<file path="src/rtl/csvt_pkg.sv">
`default_nettype none

package csvt_pkg;

  localparam logic [7:0] QUOTE_CHAR = 8'd34;
  localparam logic [7:0] CR_CHAR = 8'd13;
  localparam logic [7:0] LF_CHAR = 8'd10;
  localparam logic [7:0] NUL_CHAR = 8'd0;
  localparam logic [7:0] DELIM_RESET = 8'd44;

  // result queue, room for two results of one byte plus slack
  localparam int unsigned RES_DEPTH = 4;
  localparam int unsigned RES_PTR_W = $clog2(RES_DEPTH);
  localparam int unsigned RES_CNT_W = RES_PTR_W + 1;

  typedef struct packed {
    logic [7:0] data_byte;
    logic       line_last;
  } in_item_t;

  typedef struct packed {
    logic [7:0] out_char;
    logic       char_valid;
    logic       field_end;
    logic       record_end;
    logic       run_last;
  } out_item_t;

  typedef enum logic [1:0] {
    ACT_NONE   = 2'd0,
    ACT_CHAR   = 2'd1,
    ACT_FIELD  = 2'd2,
    ACT_RECORD = 2'd3
  } act_e;

  // results caused by one input item
  typedef struct packed {
    logic [1:0] num;
    out_item_t  res0;
    out_item_t  res1;
  } parse_res_t;

endpackage

`default_nettype wire

</file>
<file path="src/rtl/csvt_core.sv">
`default_nettype none

module csvt_core (
  input  wire logic                 clk_i,
  input  wire logic                 rst_ni,
  input  wire logic                 cfg_we_i,
  input  wire logic [7:0]           cfg_wdata_i,
  input  wire logic                 take_i,
  input  wire csvt_pkg::in_item_t   in_i,
  output csvt_pkg::parse_res_t      res_o
);
  import csvt_pkg::*;

  logic [7:0] delim_q;
  logic       quoted_q, quoted_d;
  logic       pending_q, pending_d;
  logic       empty_q, empty_d;
  logic       done_q, done_d;

  always_comb begin
    logic [7:0] b;
    logic       last;
    logic       do_class;
    act_e       act;
    b = in_i.data_byte;
    last = in_i.line_last;
    do_class = 1'b0;
    act = ACT_NONE;
    quoted_d = quoted_q;
    pending_d = pending_q;
    empty_d = empty_q;
    done_d = done_q;
    res_o = '0;

    if (!done_q) begin
      if (b == NUL_CHAR) begin
        pending_d = 1'b0;
        quoted_d = 1'b0;
        act = ACT_RECORD;
      end else if (pending_q) begin
        pending_d = 1'b0;
        if (b == QUOTE_CHAR) begin
          act = ACT_CHAR;
        end else begin
          quoted_d = 1'b0;
          do_class = 1'b1;
        end
      end else begin
        do_class = 1'b1;
      end

      if (do_class) begin
        if (!quoted_d && empty_q && b == QUOTE_CHAR) begin
          quoted_d = 1'b1;
          act = ACT_NONE;
        end else if (quoted_d && b == QUOTE_CHAR) begin
          // a quote on the last byte closes at once, otherwise wait for the next byte
          if (last) begin
            quoted_d = 1'b0;
          end else begin
            pending_d = 1'b1;
          end
          act = ACT_NONE;
        end else if (!quoted_d && b == delim_q) begin
          act = ACT_FIELD;
        end else if (!quoted_d && (b == CR_CHAR || b == LF_CHAR)) begin
          act = ACT_RECORD;
        end else begin
          act = ACT_CHAR;
        end
      end

      case (act)
        ACT_RECORD: begin
          res_o.num = 2'd1;
          res_o.res0.field_end = 1'b1;
          res_o.res0.record_end = 1'b1;
          done_d = 1'b1;
        end
        ACT_CHAR: begin
          res_o.num = 2'd1;
          res_o.res0.out_char = b;
          res_o.res0.char_valid = 1'b1;
          res_o.res0.field_end = last;
          res_o.res0.record_end = last;
          empty_d = 1'b0;
        end
        ACT_FIELD: begin
          res_o.num = last ? 2'd2 : 2'd1;
          res_o.res0.field_end = 1'b1;
          res_o.res1.field_end = last;
          res_o.res1.record_end = last;
          empty_d = 1'b1;
        end
        default: begin
          if (last) begin
            res_o.num = 2'd1;
            res_o.res0.field_end = 1'b1;
            res_o.res0.record_end = 1'b1;
          end
        end
      endcase

      if (res_o.num == 2'd1) begin
        res_o.res0.run_last = 1'b1;
      end
      if (res_o.num == 2'd2) begin
        res_o.res1.run_last = 1'b1;
      end
    end

    // last byte of a line always returns to start of line
    if (last) begin
      quoted_d = 1'b0;
      pending_d = 1'b0;
      empty_d = 1'b1;
      done_d = 1'b0;
    end
  end

  always_ff @(posedge clk_i or negedge rst_ni) begin
    if (!rst_ni) begin
      delim_q <= DELIM_RESET;
      quoted_q <= 1'b0;
      pending_q <= 1'b0;
      empty_q <= 1'b1;
      done_q <= 1'b0;
    end else begin
      if (cfg_we_i) begin
        delim_q <= cfg_wdata_i;
      end
      if (take_i) begin
        quoted_q <= quoted_d;
        pending_q <= pending_d;
        empty_q <= empty_d;
        done_q <= done_d;
      end
    end
  end

endmodule

`default_nettype wire

</file>
<file path="src/rtl/csv_line_tokenizer_top.sv">
// results of an accepted item are registered into the result queue, behind any earlier results
// throughput: one byte per cycle while the queue has room; a byte yields zero, one or
// two results, held in a four-entry result queue that drains one per unstalled cycle
// input is stalled while fewer than two queue entries are free
// reset (asynchronous, active low) empties the queue, restores the start-of-line
// state and sets the delimiter to comma
`default_nettype none

module csv_line_tokenizer_top (
  input  wire logic                 clk_i,
  input  wire logic                 rst_ni,
  input  wire logic                 cfg_we_i,
  input  wire logic [7:0]           cfg_wdata_i,
  input  wire logic                 in_valid_i,
  output logic                      in_stall_o,
  input  wire csvt_pkg::in_item_t   in_i,
  output logic                      out_valid_o,
  input  wire logic                 out_stall_i,
  output csvt_pkg::out_item_t       out_o
);
  import csvt_pkg::*;

  logic                 take;
  logic                 pop;
  parse_res_t           res;
  out_item_t            queue_q [RES_DEPTH];
  logic [RES_PTR_W-1:0] wr_ptr_q, wr_ptr_d;
  logic [RES_PTR_W-1:0] rd_ptr_q, rd_ptr_d;
  logic [RES_CNT_W-1:0] cnt_q, cnt_d;
  logic [RES_CNT_W-1:0] push_n;
  logic [RES_PTR_W-1:0] wr_ptr_nx;

  assign in_stall_o = cnt_q > RES_CNT_W'(RES_DEPTH - 2);
  assign take = in_valid_i && !in_stall_o;
  assign out_valid_o = cnt_q != '0;
  assign pop = out_valid_o && !out_stall_i;
  assign out_o = queue_q[rd_ptr_q];

  csvt_core u_core (
    .clk_i      (clk_i),
    .rst_ni     (rst_ni),
    .cfg_we_i   (cfg_we_i),
    .cfg_wdata_i(cfg_wdata_i),
    .take_i     (take),
    .in_i       (in_i),
    .res_o      (res)
  );

  always_comb begin
    push_n = take ? RES_CNT_W'(res.num) : '0;
    wr_ptr_nx = wr_ptr_q + RES_PTR_W'(1);
    wr_ptr_d = wr_ptr_q + RES_PTR_W'(push_n);
    rd_ptr_d = rd_ptr_q + RES_PTR_W'(pop);
    cnt_d = cnt_q + push_n - RES_CNT_W'(pop);
  end

  always_ff @(posedge clk_i) begin
    if (take && res.num != 2'd0) begin
      queue_q[wr_ptr_q] <= res.res0;
    end
    if (take && res.num == 2'd2) begin
      queue_q[wr_ptr_nx] <= res.res1;
    end
  end

  always_ff @(posedge clk_i or negedge rst_ni) begin
    if (!rst_ni) begin
      wr_ptr_q <= '0;
      rd_ptr_q <= '0;
      cnt_q <= '0;
    end else begin
      wr_ptr_q <= wr_ptr_d;
      rd_ptr_q <= rd_ptr_d;
      cnt_q <= cnt_d;
    end
  end

endmodule

`default_nettype wire

</file>
<file path="config.mk">
export PLATFORM = sky130hd
export DESIGN_NAME = csv_line_tokenizer_top
export DESIGN_NICKNAME = d
export VERILOG_FILES = /design/src/rtl/csvt_pkg.sv /design/src/rtl/csvt_core.sv /design/src/rtl/csv_line_tokenizer_top.sv
export SDC_FILE = /design/constraint.sdc
export NUM_CORES = 1
export LEC_CHECK = 0
export ABC_AREA = 1
export BUFFER_PORTS_ARGS = -buffer_cell sky130_fd_sc_hd__buf_2
export CORE_MARGIN = 2
export CORE_UTILIZATION = 60
export CTS_CLUSTER_SIZE = 16
export DETAILED_ROUTE_END_ITERATION = 6
export GPL_ROUTABILITY_DRIVEN = 0
export MAX_ROUTING_LAYER = met4
export PLACE_DENSITY_LB_ADDON = 0.12
export SYNTH_ARGS = -nofsm -noshare
export SYNTH_HDL_FRONTEND = slang
export SYNTH_SLANG_ARGS = --single-unit
</file>
<file path="constraint.sdc">
create_clock -name clk_i -period 3.8 [get_ports clk_i]
set_clock_uncertainty 0.15 [all_clocks]
set_input_delay 0.38 -clock clk_i [delete_from_list [all_inputs] [get_ports clk_i]]
set_output_delay 0.38 -clock clk_i [all_outputs]
set_load 0.05 [all_outputs]
</file>
==> results.md, run 1 <==
* Initial Utilization at 0.615
* Min cycle time layout at 3.41 ns
* Clk pin slew, worst setup/hold paths at 0.08 ns
* Tot Pwr at 0.00344 W
* Leading cell type in the layout, fill and taps excluded: nand2_1
* Critical path class: reg -> reg
* Max VDD drop at 0.669 mV
* Worst reg2reg endpoint: cnt_q[2]$_DFF_PN0_
* Max-slew violations at 0
* Max-slew headroom at 0.380
* CTS Sinks at 67
* Vias in the first global route at 3231
* Leakage Power at 2.44 nW
* CTS tree: built
* Hold crit path type: in -> reg
* Critical Path End: cnt_q[2]$_DFF_PN0_
* RSZ-0062 raised after global routing: no
* Status: finished, final reports clean
* I/O pins at 36
* Proportion of layout cells with a drive suffix above 1 at 0.158
* Busiest grt layer: met2
* Final core occ at 0.673
* Post-Route WL at 8950 um
* Die Ht at 84.4 um
* Largest stage delay on the critical path at 0.55 ns
* CP Capture Type: flip-flop
* Post-CTS Resized at 0
* Post-Syn Area at 3880 um^2
* Vias per inst at 5.19
* Area growth, synth to finish at 9.51%
* Final #Nets at 610
* Pin count of the biggest net entering global routing at 34
* Worst Tran Pin Value at 0.928 ns
* Maxcap violations at 0
* Syn Inst Count at 550
* Num CTS Buffers at 9
* Syn_area_per_cell at 7.06 um^2
* Final HPWL DP at 6240 um
* Final cycle utilization of the critical path at 0.897
* Reg2reg start: u_core.delim_q[3]$_DFFE_PN1P_
* Clk Latency, worst-skew pair at 0.35 ns
* Power per Cell Area at 809 nW/um^2
* Core ar. at 6310 um^2
* Antenna viol nets, final at 0
* Critical-path maximum fanout at 23
* Diode count at 0
* CP Launch Type: flip-flop
* Final count of hold timing violations at 0
* Synth area leader: dfxtp_1
* 1st-pass router iterations at 5
* Crit. path cell count at 20
* # setup viols final at 0
* Synth top area cells: dfxtp_1, nand2_1, dfrtp_1, edfxtp_1, inv_1
* Aggregate global-route resource usage at 0.279
* CP max stage cell: dfstp_2
* Buffers on Ports at 35
* Total die area at 7130 um^2
* Share of the synthesized area in the top cell type at 0.186
* Netlist cell types at 35
* Drt first-iter violations at 258
* Die width at 84.4 um
* Critical Path AT at 3.53 ns
* Critical path data required time at 3.92 ns
* Yosys warnings at 0
* CP top delay family: simple AND/OR/NAND/NOR gates
* Synth Net Count at 578
* Worst-path cell chain: inv_1, nand2_1, nand2_1, nor2_1, nand4_1, nand2_1, nand2_4, nand3_2, nand2_4, nand2_8, nand2_2, nor2_1, inv_1, ha_1, inv_1, ha_1, inv_1, fa_1, xnor2_1, xor2_1
* Synth Register Bits at 67
* Met2 usage at 0.465
* First-pass GRT wire length at 15200 um
* CP startpoint: u_core.delim_q[3]$_DFFE_PN1P_
* Vias at 3445
* Top cell by count, worst path: inv_1
* Met3 Usage GRT at 0.0600
* Setup_tns at 0 ns
* Most frequent cells in the layout: nand2_1, inv_1, nor2_1
* Reg2Reg Depth at 20
* Initial antenna violation count at 0
* # DRC at 0
* R2R Setup Slk at 0.39 ns
* H-tree levels at 3
* DR WL/cell at 13.5 um
* WP buf/inv at 4
* FMAX at 294 MHz
* Met1 GRT Util at 0.332
* Clk buf depth at 2
* Grt total ovfl at 0
* Clock Root Buffer: clkbuf_8
* Sequential area share after synthesis at 0.402
* # rows at 29
flip-flops by register name (all words and copies together) (netlist names):
register          flops
queue_q              48
u_core.delim_q        8
cnt_q                 3
rd_ptr_q              2
wr_ptr_q              2
u_core.done_q         1
u_core.empty_q        1
u_core.pending_q      1
u_core.quoted_q       1
metrics by stage:
| stage | cell area [um^2] | cells | hold slack (ns) | worst slack, ns |
|---|---|---|---|---|
| 2_1_floorplan | 3880 | 550 | -0.0656 | 0.655 |
| 3_3_place_gp | 4060 | 647 | 0.191 | 0.433 |
| 4_1_cts | 4250 | 664 | 0.0787 | 0.390 |
| 3_5_place_dp | 4060 | 647 | 0.194 | 0.316 |
| 5_1_grt | 4250 | 664 | 0.0819 | 0.146 |
| 6_report | 4250 | 664 | 0.0789 | 0.393 |
cells in the mapped netlist:
cell type	number
nand4_1	21
a21oi_1	33
xor2_1	4
o21ai_0	27
dfxtp_1	36
nand3b_1	1
dfrtp_1	15
nand2_2	9
nand2_1	141
a21oi_4	1
nand3_2	1
edfxtp_1	12
buf_6	6
nor3_4	1
nor2_4	6
nor3_1	1
nor2_1	78
inv_1	92
o31ai_1	2
a21oi_2	2
nand2_4	2
nand3_4	4
buf_2	1
dfstp_2	4
buf_1	1
ha_1	5
o21ai_1	6
o22ai_1	3
fa_1	1
inv_2	7
nand3_1	12
nand2_8	1
xnor2_1	1
clkbuf_1	9
nor2_2	4
tightest hold or removal path, stage by stage:
cell     delay (ns)
buf_2          0.07
nand2_1        0.03
o21ai_0        0.06
worst min path at each step:
stage / startpoint / end / slack (ns) / cells past startpoint
after detailed placement: rst_ni / cnt_q[0]$_DFF_PN0_ / 0.19 / 1
after CTS: cfg_wdata_i[4] / u_core.delim_q[4]$_DFFE_PN0P_ / 0.08 / 3
after global placement: rst_ni / cnt_q[1]$_DFF_PN0_ / 0.19 / 1
after floorplan: rst_ni / cnt_q[0]$_DFF_PN0_ / -0.07 / 0
final: cfg_wdata_i[1] / u_core.delim_q[1]$_DFFE_PN0P_ / 0.08 / 3
after global routing: cfg_wdata_i[4] / u_core.delim_q[4]$_DFFE_PN0P_ / 0.08 / 3
timing repair:
action	4_1_cts	5_1_grt
endpoints found under the hold margin	15	0
hold buffers	1	0
setup buffers	0	0
metal layers:
layer / vias to the layer above / part of all wire
li1: 1777 / -
met1: 1544 / 0.42
met2: 105 / 0.49
met3: 19 / 0.057
met4: 0 / 0.027
met5: - / 0
cell type report:
type	count	area (um^2)
multi-input combinational	367	1840
clock inverter	2	10.0
clock buffer	14	173
sequential	67	1560
fill	564	2060
timing repair buffer	38	200
tap	77	96.3
inverter	99	372
report_power, final:
| group | leakage (nW) | total, W | internal, W | switching [W] |
|---|---|---|---|---|
| logic | 1.70 | 0.00177 | 0.000487 | 0.00128 |
| registers | 0.642 | 0.00112 | 0.000986 | 0.000129 |
| clock network | 0.0965 | 0.000553 | 0.000289 | 0.000264 |
kinds of logic after synthesis:
logic type | Yosys count | synth area share
compound gates | 74 | 0.103
simple gates | 282 | 0.338
buf+inv | 116 | 0.124
flops | 67 | 0.402
fa+ha+maj | 6 | 0.0213
xor+xnor | 5 | 0.0113
No activity file was read; power rests on OpenSTA's default activity.
==> run 2: changes to the inputs <==
- CORE_UTILIZATION: 60 -> 54
- clock period: 3.8 -> 3.1 ns (I/O delays scaled with it)
==> run 2 against run 1 <==
Combinational power up 32%; global-route usage down 1.7 points; non-clock buffer count up 21; core utilization down 1.1 points; first-iteration DRC count down 2.7%; cell area up 7.0%; power up 30%; worst setup slack worse by 0.31 ns; clock power up 37%; sequential share of layout area down 2.4 points; highest routed layer unchanged.
==> results.md, run 2 (same netlist as run 1, synthesis figures left out) <==
* Max-slew violations at 0 (unchanged)
* Placed cells at 681 (was 647)
* Clk Latency, worst-skew pair at 0.36 ns (was 0.35 ns)
* Proportion of layout cells with a drive suffix above 1 at 0.219 (was 0.158)
* Diode count at 0 (unchanged)
* Die Ht at 88.8 um (was 84.4 um)
* Grt total ovfl at 0 (unchanged)
* Clock Root Buffer: clkbuf_8 (unchanged)
* I/O pins at 36 (unchanged)
* Area growth, synth to finish at 17.2% (was 9.51%)
* Min cycle time layout at 3.02 ns (was 3.41 ns)
* Final HPWL DP at 6490 um (was 6240 um)
* Post-Route WL at 9420 um (was 8950 um)
* Fill cells at 604 (was 564)
* Final count of hold timing violations at 0 (unchanged)
* # setup viols final at 0 (unchanged)
* Most frequent cells in the layout: nand2_1, inv_1, nor2_1 (unchanged)
* First-pass GRT wire length at 15100 um (was 15200 um)
* Num CTS Buffers at 9 (unchanged)
* Biggest register: queue_q (unchanged)
* CP Launch Type: flip-flop (unchanged)
* Final #Nets at 631 (was 610)
* Maxcap violations at 0 (unchanged)
* Biggest regs: queue_q (48), u_core.delim_q (8), cnt_q (3) (unchanged)
* # DRC at 0 (unchanged)
* Max VDD drop at 0.679 mV (was 0.669 mV)
* FMAX at 331 MHz (was 294 MHz)
* Die width at 88.8 um (was 84.4 um)
* Pin count of the biggest net entering global routing at 24 (was 34)
* Critical path class: reg -> reg (unchanged)
* Clk buf depth at 2 (unchanged)
* Final hold slack at 0.00660 ns (was 0.0789 ns)
* Critical-path maximum fanout at 3 (was 23)
* Clk pin slew, worst setup/hold paths at 0.08 ns (about the same)
* CP Capture Type: flip-flop (unchanged)
* Vias at 3603 (was 3445)
* Antenna viol nets, final at 0 (unchanged)
* Leading cell type in the layout, fill and taps excluded: nand2_1 (unchanged)
* Total die area at 7880 um^2 (was 7130 um^2)
* Core ar. at 6870 um^2 (was 6310 um^2)
* CTS tree: built (unchanged)
* DR WL/cell at 13.4 um (was 13.5 um)
* Critical Path AT at 3.11 ns (was 3.53 ns)
* Buffers on Ports at 35 (unchanged)
* Initial Utilization at 0.565 (was 0.615)
* Drt first-iter violations at 251 (was 258)
* Initial antenna violation count at 0 (unchanged)
* Final cycle utilization of the critical path at 0.974 (was 0.897)
* CTS Sinks at 67 (unchanged)
* Fin cells at 704 (was 664)
* Final core occ at 0.662 (was 0.673)
* H-tree levels at 3 (unchanged)
* Status: finished, final reports clean (unchanged)
* Leakage Power at 2.57 nW (was 2.44 nW)
* Vias in the first global route at 3151 (was 3231)
* Power per Cell Area at 981 nW/um^2 (was 809 nW/um^2)
* # rows at 30 (was 29)
* Max-slew headroom at 0.568 (was 0.380)
* Critical path data required time at 3.19 ns (was 3.92 ns)
* Largest register FFs at 48 (unchanged)
* Aggregate global-route resource usage at 0.262 (was 0.279)
* Vias per inst at 5.12 (was 5.19)
* Hold crit path type: in -> reg (unchanged)
* Worst Tran Pin Value at 0.647 ns (was 0.928 ns)
* Tot Pwr at 0.00446 W (was 0.00344 W)
* 1st-pass router iterations at 5 (unchanged)
run 2: cell types whose count changed in the layout (fill, tap and decap cells not counted), sizes merged:
cell | previous run | this run
bufinv | 0 | 1
buf | 37 | 58
clkbuf | 14 | 10
clkinv | 2 | 4
inv | 99 | 100
run 2: worst paths after layout:
| path | start | end | slack (ns) | depth (start not counted) |
|---|---|---|---|---|
| max | u_core.delim_q[5]$_DFFE_PN1P_ | cnt_q[2]$_DFF_PN0_ | 0.08 | 21 |
| min | cfg_wdata_i[6] | u_core.delim_q[6]$_DFFE_PN0P_ | 0.007 | 3 |
| max reg2reg | u_core.delim_q[5]$_DFFE_PN1P_ | cnt_q[2]$_DFF_PN0_ | 0.08 | 21 |
| min reg2reg | u_core.empty_q$_DFFE_PN1P_ | u_core.empty_q$_DFFE_PN1P_ | 0.33 | 2 |
| max in group asynchronous | rst_ni | u_core.delim_q[3]$_DFFE_PN1P_ | 2.18 | 2 |
| min in group asynchronous | rst_ni | u_core.done_q$_DFFE_PN0P_ | 0.27 | 2 |
run 2: report_power, final:
part	switching, W	total (W)	internal, W
Sequential	0.000156	0.00136	0.00121
Clock	0.000365	0.000759	0.000394
Combinational	0.00164	0.00234	0.000698
Total	0.00216	0.00446	0.00230
run 2: repair_timing:
item                                    CTS  global route
hold buffers                              1             0
pin swaps                                 7            16
buffers inserted                          1             5
gates resized for setup                   6            18
endpoints found under the setup margin    1             2
hold endpoints to repair                 15             0
run 2: layout make-up:
cell class | count | area, um^2 | share of cell area
well taps | 96 | 120 | 0.0264
clock inverters | 6 | 63.8 | 0.0140
multi-input cells | 367 | 1940 | 0.426
flip-flops and latches | 67 | 1560 | 0.343
clock buffers | 10 | 138 | 0.0303
inverters | 99 | 372 | 0.0817
repair buffers | 59 | 358 | 0.0787
run 2: metal layers:
layer  GRT usage  vias up  wire length, um
met5           -        -                0
met4      0.0978        0              173
met3      0.0410       16              536
met2       0.417      117             4600
met1       0.336     1646             4120
li1            -     1824                -
run 2: worst max-delay path, stage by stage (launching register included):
cell and delay [ns]:
dfstp_2 0.54, inv_1 0.05, nand2_1 0.05, nand2_1 0.05
nor2_2 0.09, nand2_1 0.07, nor2_2 0.13, nand2_2 0.08
nand2_4 0.10, nand2_4 0.07, nor2_4 0.16, nand2_4 0.08
nand2_4 0.07, nor2_4 0.04, inv_2 0.06, ha_4 0.19
inv_2 0.06, ha_4 0.12, inv_2 0.04, fa_2 0.39
xnor2_2 0.14, xor2_1 0.16
run 2: stage by stage:
stage                     instance area, um^2  TNS [ns]  worst slack (ns)
after floorplan                          3880         0           0.00799
after global placement                   4190         0            0.0387
after detailed placement                 4190   -0.0947           -0.0947
after CTS                                4440         0            0.0255
after global routing                     4550   -0.0696           -0.0696
final                                    4550         0            0.0812
